`src/sv/deq_pkg.sv`:
```
// Shared constants for the double-ended queue: field widths, opcodes and status codes.
`timescale 1ns / 1ps

package deq_pkg;

  localparam int OPCODE_W = 3;
  localparam int VALUE_W  = 32;
  localparam int POS_W    = 6;
  localparam int COUNT_W  = 7;
  localparam int STATUS_W = 2;

  localparam logic [OPCODE_W-1:0] OP_PUSH_BACK  = 3'd0;
  localparam logic [OPCODE_W-1:0] OP_PUSH_FRONT = 3'd1;
  localparam logic [OPCODE_W-1:0] OP_POP_BACK   = 3'd2;
  localparam logic [OPCODE_W-1:0] OP_POP_FRONT  = 3'd3;
  localparam logic [OPCODE_W-1:0] OP_READ_FRONT = 3'd4;
  localparam logic [OPCODE_W-1:0] OP_READ_BACK  = 3'd5;
  localparam logic [OPCODE_W-1:0] OP_READ_INDEX = 3'd6;
  localparam logic [OPCODE_W-1:0] OP_CLEAR      = 3'd7;

  localparam logic [STATUS_W-1:0] ST_OK    = 2'd0;
  localparam logic [STATUS_W-1:0] ST_EMPTY = 2'd1;
  localparam logic [STATUS_W-1:0] ST_FULL  = 2'd2;
  localparam logic [STATUS_W-1:0] ST_RANGE = 2'd3;

endpackage

```
`src/sv/deq_if.sv`:
```
// Request and response channel interfaces of the double-ended queue.
`timescale 1ns / 1ps

interface deq_req_if;
  logic                          valid;
  logic                          ready;
  logic [deq_pkg::OPCODE_W-1:0]  opcode;
  logic [deq_pkg::VALUE_W-1:0]   value;
  logic [deq_pkg::POS_W-1:0]     position;

  modport source (output valid, output opcode, output value, output position, input ready);
  modport sink (input valid, input opcode, input value, input position, output ready);
endinterface

interface deq_rsp_if;
  logic                          valid;
  logic                          ready;
  logic [deq_pkg::VALUE_W-1:0]   read_data;
  logic [deq_pkg::COUNT_W-1:0]   count;
  logic [deq_pkg::STATUS_W-1:0]  status;

  modport source (output valid, output read_data, output count, output status, input ready);
  modport sink (input valid, input read_data, input count, input status, output ready);
endinterface

```
`src/sv/double_ended_queue.sv`:
```
// Top level of the double-ended queue: pointer logic, element memory and response stages.
// Circular-buffer deque of DEPTH elements of DATA_WIDTH bits, held in one single-port
// synchronous memory. Every request item (push/pop at either end, read front/back/index,
// clear) gives exactly one response item with read data, element count and status.
// Front pointer and count live in registers and are updated at the edge the request is
// accepted, so the block takes one item per cycle while the response side keeps up. The
// memory is read at the accepting edge into a read register; the response item passes a
// pending register and is then presented from an output register. A stalled response
// holds one more item behind it and then blocks the input. A full queue refuses pushes.
`timescale 1ns / 1ps

module double_ended_queue #(
  parameter int DEPTH      = 64,
  parameter int DATA_WIDTH = 32
) (
  input  logic          clk,
  input  logic          rst,
  deq_req_if.sink       req,
  deq_rsp_if.source     rsp
);

  localparam int PTR_W = $clog2(DEPTH);
  localparam int CNT_W = $clog2(DEPTH + 1);
  localparam int CMP_W = (CNT_W > deq_pkg::POS_W) ? CNT_W : deq_pkg::POS_W;

  logic [DATA_WIDTH-1:0] mem [DEPTH];
  logic [DATA_WIDTH-1:0] rdata;

  logic [PTR_W-1:0] front, front_next;
  logic [CNT_W-1:0] cnt, cnt_next;

  logic                          acc;
  logic                          full, empty;
  logic [PTR_W-1:0]              off, slot, front_dec, addr;
  logic [PTR_W:0]                sum;
  logic [deq_pkg::STATUS_W-1:0]  status;
  logic                          rd_ok, wr_ok;

  logic                          p_valid, p_rd, p_move;
  logic [deq_pkg::COUNT_W-1:0]   p_count;
  logic [deq_pkg::STATUS_W-1:0]  p_status;

  logic                          o_valid;
  logic [deq_pkg::VALUE_W-1:0]   o_data;
  logic [deq_pkg::COUNT_W-1:0]   o_count;
  logic [deq_pkg::STATUS_W-1:0]  o_status;

  assign acc   = req.valid && req.ready;
  assign full  = (cnt == CNT_W'(DEPTH));
  assign empty = (cnt == '0);

  always_comb begin
    case (req.opcode)
      deq_pkg::OP_PUSH_BACK:  off = cnt[PTR_W-1:0];
      deq_pkg::OP_READ_BACK:  off = PTR_W'(cnt - CNT_W'(1));
      deq_pkg::OP_READ_INDEX: off = PTR_W'(req.position);
      default:                off = '0;
    endcase
  end

  assign sum       = {1'b0, front} + {1'b0, off};
  assign slot      = (sum >= (PTR_W + 1)'(DEPTH)) ? PTR_W'(sum - (PTR_W + 1)'(DEPTH))
                                                  : sum[PTR_W-1:0];
  assign front_dec = (front == '0) ? PTR_W'(DEPTH - 1) : front - PTR_W'(1);

  always_comb begin
    front_next = front;
    cnt_next   = cnt;
    status     = deq_pkg::ST_OK;
    rd_ok      = 1'b0;
    wr_ok      = 1'b0;
    addr       = slot;
    unique case (req.opcode)
      deq_pkg::OP_PUSH_BACK: begin
        if (full) begin
          status = deq_pkg::ST_FULL;
        end else begin
          wr_ok    = 1'b1;
          cnt_next = cnt + CNT_W'(1);
        end
      end
      deq_pkg::OP_PUSH_FRONT: begin
        addr = front_dec;
        if (full) begin
          status = deq_pkg::ST_FULL;
        end else begin
          wr_ok      = 1'b1;
          front_next = front_dec;
          cnt_next   = cnt + CNT_W'(1);
        end
      end
      deq_pkg::OP_POP_BACK: begin
        if (empty) status = deq_pkg::ST_EMPTY;
        else cnt_next = cnt - CNT_W'(1);
      end
      deq_pkg::OP_POP_FRONT: begin
        if (empty) begin
          status = deq_pkg::ST_EMPTY;
        end else begin
          front_next = (front == PTR_W'(DEPTH - 1)) ? '0 : front + PTR_W'(1);
          cnt_next   = cnt - CNT_W'(1);
        end
      end
      deq_pkg::OP_READ_FRONT, deq_pkg::OP_READ_BACK: begin
        if (empty) status = deq_pkg::ST_EMPTY;
        else rd_ok = 1'b1;
      end
      deq_pkg::OP_READ_INDEX: begin
        if (CMP_W'(req.position) >= CMP_W'(cnt)) status = deq_pkg::ST_RANGE;
        else rd_ok = 1'b1;
      end
      deq_pkg::OP_CLEAR: begin
        front_next = '0;
        cnt_next   = '0;
      end
      default: begin
        status = deq_pkg::ST_OK;
      end
    endcase
  end

  always_ff @(posedge clk) begin
    if (acc && wr_ok) mem[addr] <= DATA_WIDTH'(req.value);
    if (acc && rd_ok) rdata <= mem[addr];
  end

  always_ff @(posedge clk) begin
    if (rst) begin
      front <= '0;
      cnt   <= '0;
    end else if (acc) begin
      front <= front_next;
      cnt   <= cnt_next;
    end
  end

  assign p_move    = p_valid && (!o_valid || rsp.ready);
  assign req.ready = !p_valid || p_move;

  always_ff @(posedge clk) begin
    if (rst) begin
      p_valid <= 1'b0;
    end else if (acc) begin
      p_valid <= 1'b1;
    end else if (p_move) begin
      p_valid <= 1'b0;
    end
  end

  always_ff @(posedge clk) begin
    if (acc) begin
      p_rd     <= rd_ok;
      p_count  <= deq_pkg::COUNT_W'(cnt_next);
      p_status <= status;
    end
  end

  always_ff @(posedge clk) begin
    if (rst) begin
      o_valid <= 1'b0;
    end else if (p_move) begin
      o_valid <= 1'b1;
    end else if (rsp.ready) begin
      o_valid <= 1'b0;
    end
  end

  always_ff @(posedge clk) begin
    if (p_move) begin
      o_data   <= p_rd ? deq_pkg::VALUE_W'(rdata) : '0;
      o_count  <= p_count;
      o_status <= p_status;
    end
  end

  assign rsp.valid     = o_valid;
  assign rsp.read_data = o_data;
  assign rsp.count     = o_count;
  assign rsp.status    = o_status;

  a_cnt_bound: assert property (@(posedge clk) disable iff (rst)
    cnt <= CNT_W'(DEPTH) && front <= PTR_W'(DEPTH - 1))
    else $error("count or front pointer out of range");

  a_push_grows: assert property (@(posedge clk) disable iff (rst)
    acc && wr_ok |=> cnt == $past(cnt) + CNT_W'(1))
    else $error("accepted push did not grow the queue");

  a_pend_hold: assert property (@(posedge clk) disable iff (rst)
    p_valid && !p_move |=> p_valid && $stable(p_status) && $stable(p_count))
    else $error("stalled pending item changed");

  a_fail_zero: assert property (@(posedge clk) disable iff (rst)
    o_valid && o_status != deq_pkg::ST_OK |-> o_data == '0)
    else $error("failed action returned nonzero data");

endmodule

```
`src/flat_wrapper.sv`:
```
// flat-port wrapper written by rule: the top's interface ports become plain ports
module double_ended_queue_flat 
#(
  parameter int DEPTH      = 64,
  parameter int DATA_WIDTH = 32
)
  (clk, rst, req_valid, req_opcode, req_value, req_position, req_ready, rsp_valid, rsp_read_data, rsp_count, rsp_status, rsp_ready);
  deq_req_if req_i ();
  deq_rsp_if rsp_i ();
  input  logic clk;
  input  logic rst;
  input wire logic [$bits(req_i.valid)-1:0] req_valid;
  input wire logic [$bits(req_i.opcode)-1:0] req_opcode;
  input wire logic [$bits(req_i.value)-1:0] req_value;
  input wire logic [$bits(req_i.position)-1:0] req_position;
  output wire logic [$bits(req_i.ready)-1:0] req_ready;
  output wire logic [$bits(rsp_i.valid)-1:0] rsp_valid;
  output wire logic [$bits(rsp_i.read_data)-1:0] rsp_read_data;
  output wire logic [$bits(rsp_i.count)-1:0] rsp_count;
  output wire logic [$bits(rsp_i.status)-1:0] rsp_status;
  input wire logic [$bits(rsp_i.ready)-1:0] rsp_ready;
  assign req_i.valid = req_valid;
  assign req_i.opcode = req_opcode;
  assign req_i.value = req_value;
  assign req_i.position = req_position;
  assign req_ready = req_i.ready;
  assign rsp_valid = rsp_i.valid;
  assign rsp_read_data = rsp_i.read_data;
  assign rsp_count = rsp_i.count;
  assign rsp_status = rsp_i.status;
  assign rsp_i.ready = rsp_ready;
  double_ended_queue #(.DEPTH(DEPTH), .DATA_WIDTH(DATA_WIDTH)) u_core (.clk(clk), .rst(rst), .req(req_i), .rsp(rsp_i));
endmodule
```
`config.mk`:
```
export PLATFORM = sky130hd
export DESIGN_NAME = double_ended_queue_flat
export DESIGN_NICKNAME = d
export VERILOG_FILES = /design/src/sv/deq_pkg.sv /design/src/sv/deq_if.sv /design/src/sv/double_ended_queue.sv /design/src/flat_wrapper.sv
export SDC_FILE = /design/constraint.sdc
export NUM_CORES = 2
export LEC_CHECK = 0
export ABC_CLOCK_PERIOD_IN_PS = 8470
export BUFFER_PORTS_ARGS = -buffer_cell sky130_fd_sc_hd__clkbuf_2
export CORE_ASPECT_RATIO = 0.75
export CORE_UTILIZATION = 55
export CTS_CLUSTER_DIAMETER = 30
export DETAILED_ROUTE_END_ITERATION = 6
export HOLD_SLACK_MARGIN = 0.05
export PLACE_DENSITY_LB_ADDON = 0.1
export SLEW_MARGIN = 15
export SYNTH_ARGS = -nofsm -noshare
export SYNTH_HDL_FRONTEND = slang
export SYNTH_SLANG_ARGS = --single-unit
```
`constraint.sdc`:
```
create_clock -name clk -period 8.47 [get_ports clk]
set_clock_uncertainty 0.05 [all_clocks]
set_input_delay 1.2705 -clock clk [delete_from_list [all_inputs] [get_ports clk]]
set_output_delay 1.2705 -clock clk [all_outputs]
set_load 0.02 [all_outputs]
```
==> run summary <==
The final reports fail on DRC. Summing all placed instances gives a cell area of 85200 µm². The run finished, with violations left. The total of buffers placed on input and output ports is 87, and the sum of overflow across all layers after global routing is 0. Setup violations remaining at the end of the flow were counted as 0.

Data arrives at the worst endpoint at 6.89 ns. The number of routed nets with antenna violations is 0. Overall power consumption after layout is estimated at 28600 µW. The y dimension of the die was 335 µm. Setup repair after global routing left no endpoint under its margin. In the synthesized netlist the async set-or-reset flop fraction comes to 0%.

The run gives 3 as the number of remaining DRC errors. After detailed routing, the number of vias per cell comes to 7.14. Synthesis instantiated 80 different standard cells from the library. The run gives 5131 as the post-layout net count.

The die covers 149000 µm². The first routing iteration left 10400 violations. The run gives 55.7% as the effective utilization at floorplan. The tools report the routed wire length as 277000 µm. The hold-fix buffer count after cts is 0, and the count of pins over their slew limit is 0.

STA classifies the critical path startpoint as an input pin. The critical path class is in -> reg. Along the worst path, the maximum fanout reaches 30. The final hold slack came out at 0.368 ns. The most instantiated flip-flop cell in the synthesis netlist is sky130_fd_sc_hd__edfxtp_1. The run gives 7314 as the number of standard cells in the final layout excluding fillers. The maximum clock rate was 163 MHz; the cell area power density was 296 nW/µm².

The tightest min-delay check is of the reg -> reg type. The run gives 9.23 ns as the required time at the endpoint of the critical path. The number of buffers created by CTS was 347; the slew at the pin closest to its max-slew limit was 1.26 ns. At the later pin of the worst-skew pair, clock insertion delay measures 0.94 ns.

The total routing resource utilization after global routing is 36.9%. A synthesized cell averages 17.1 µm². The analysis attributes to cell leakage a power of 0.0309 µW. TritonCTS built the clock tree. The number of gates resized after CTS was 0. Summing every instance area after synthesis gives 81200 µm². CTS placed an instance of sky130_fd_sc_hd__clkbuf_16 at the clock tree root. The net count of the mapped netlist was 4813; the via count of the first global-routing pass was 49300. The logs give 0 for the post-CTS repair timing setup buffer count and 5 for the CTS H-tree depth. The logs give 257 µV for the worst-case vdd ir drop and 115 for the largest net degree at the start of global routing. Final number of hold-violating endpoints: 0.

The layout cell share with drive strength beyond 1 came out at 18.3%. Counting flops and latches in the post-synthesis netlist gives 2146. The cell count after synthesis is 4751. Leaving out fill and tap cells, the most frequent cells in the layout are 2131 x sky130_fd_sc_hd__edfxtp_1, 354 x sky130_fd_sc_hd__clkbuf_16, 315 x sky130_fd_sc_hd__nand2_1. The first global-routing pass estimated 382000 µm of wire.

The logs give 32 for the number of antenna violations at the first check in global routing and 121 for the row count. Including well taps, the total number of placed cells is 6687. The total area inside the core boundary comes to 146000 µm². Total vias in the final route: 52200.

The logs give 79.2% for the post-synthesis sequential area ratio and 0 for the number of maximum-capacitance violations. The detailed-placement wirelength estimate is 146000 µm. Leaving out fill and tap cells, the most frequent cell in the layout is sky130_fd_sc_hd__edfxtp_1.

The die boundary width is 446 µm, and the clock transition at the registers of the reported paths is 0.06 ns. The worst max-slew margin expressed relative to the limit is 16.0%. For the worst-case clock buffer depth, the log shows 4. The endpoint kind of the worst setup timing path was a flop. The count of flip-flops with a built-in enable after synthesis is 2131, and the final cell area excluding filler cells is 96600 µm².

Of the available clock period, the critical path in the final layout requires 72.4%. The summed negative setup slack over all endpoints is 0 ns, and the I/O pin count is 88. After filler insertion, the fill cell instance count of the layout stands at 9730.

The Yosys step of the flow raised 0 warnings. In the final routed layout, each cell accounts on average for 37.9 µm. Before antenna repair, the detailed router went through 7 iterations.

The minimum clock period after layout was 6.14 ns; the layout overhead on the synthesized area was 19.0%. The run gives 0.875 as the final weighted congestion in routability-driven placement. The total number of clock tree sinks came out at 2146.
final timing paths:
kind                                                   start                            end  slack (ns)  cells after the start
worst max-delay path                           req_opcode[2]     u_core.rdata[31]$_DFFE_PP_        2.33                     15
worst min-delay path             u_core.p_count[5]$_DFFE_PP_  u_core.rsp.count[5]$_DFFE_PP_        0.37                      0
worst max register to register  u_core.front[0]$_SDFFE_PP0P_      u_core.rdata[8]$_DFFE_PP_        2.44                     11
worst min register to register   u_core.p_count[5]$_DFFE_PP_  u_core.rsp.count[5]$_DFFE_PP_        0.37                      0
critical path: stages:
cell and delay [ns]:
sky130_fd_sc_hd__clkbuf_2 0.41, sky130_fd_sc_hd__nand2_1 0.25, sky130_fd_sc_hd__nor2_1 0.14, sky130_fd_sc_hd__a21oi_1 0.04
sky130_fd_sc_hd__o21ai_0 0.24, sky130_fd_sc_hd__ha_1 0.24, sky130_fd_sc_hd__fa_1 0.54, sky130_fd_sc_hd__or2_2 0.39
sky130_fd_sc_hd__nand2b_1 0.26, sky130_fd_sc_hd__o22ai_4 0.90, sky130_fd_sc_hd__buf_4 0.58, sky130_fd_sc_hd__a222oi_1 0.16
sky130_fd_sc_hd__and3_1 0.26, sky130_fd_sc_hd__a311oi_1 0.92, sky130_fd_sc_hd__or4_1 0.24
per-stage QoR:
stage	setup WS (ns)	util, %
2_1_floorplan	0.644	-
3_3_place_gp	1.61	58.4
3_5_place_dp	1.62	58.4
4_1_cts	2.59	66.2
5_1_grt	2.21	66.2
6_report	2.33	66.2
where the power goes:
group          internal, µW  switching [µW]
registers             11800            58.8
logic                   813            2170
clock network          8700            5060
total                 21300            7290
area by class of cell:
class | count | area [µm²] | area share, %
multi-input combinational | 2254 | 15900 | 16.5
timing repair buffer | 306 | 2440 | 2.52
antenna | 12 | 30.0 | 0.0311
tap | 1968 | 2460 | 2.55
sequential | 2146 | 64300 | 66.6
clock inverter | 229 | 2370 | 2.45
clock buffer | 385 | 8970 | 9.29
inverter | 14 | 52.6 | 0.0544
metal layers:
layer  vias up  share of wire, %  GRT usage (%)
met5         -             0.078              0
met4        36               4.0           15.1
met3       665                16           12.3
met2      4639                43           51.9
met1     26200                38           53.0
li1      20700                 -              -
synthesized netlist by cell type, types with 54 or more instances:
library cell | number | share of area [%]
sky130_fd_sc_hd__a211oi_1 | 56 | 0.52
sky130_fd_sc_hd__a21oi_1 | 133 | 0.82
sky130_fd_sc_hd__a221oi_1 | 185 | 2.0
sky130_fd_sc_hd__a222oi_1 | 164 | 2.0
sky130_fd_sc_hd__a22o_1 | 122 | 1.3
sky130_fd_sc_hd__a22oi_1 | 268 | 2.5
sky130_fd_sc_hd__buf_2 | 142 | 0.88
sky130_fd_sc_hd__clkbuf_1 | 155 | 0.72
sky130_fd_sc_hd__edfxtp_1 | 2131 | 79
sky130_fd_sc_hd__mux2i_1 | 54 | 0.67
sky130_fd_sc_hd__nand2_1 | 318 | 1.5
sky130_fd_sc_hd__nand3_1 | 128 | 0.79
sky130_fd_sc_hd__nand4_1 | 87 | 0.67
sky130_fd_sc_hd__nor2_1 | 74 | 0.34
sky130_fd_sc_hd__nor3_1 | 91 | 0.56
sky130_fd_sc_hd__o21ai_0 | 129 | 0.80
registers in the layout (all words and copies together), names as in the netlist, 2 cells and up:
register	flops
u_core.rsp.status	2
u_core.rsp.read_data	32
u_core.mem	2048
u_core.rdata	32
u_core.cnt	7
u_core.rsp.count	7
u_core.p_count	7
u_core.front	6
u_core.p_status	2
cell families after synthesis:
family / Yosys count / synth area share, %
flops: 2146 / 79.2
compound gates: 1317 / 12.6
simple gates: 845 / 5.07
buf+inv: 351 / 1.90
mux: 65 / 0.818
fa+ha+maj: 17 / 0.271
xor+xnor: 10 / 0.117
Power figures use the tool's default switching activity.
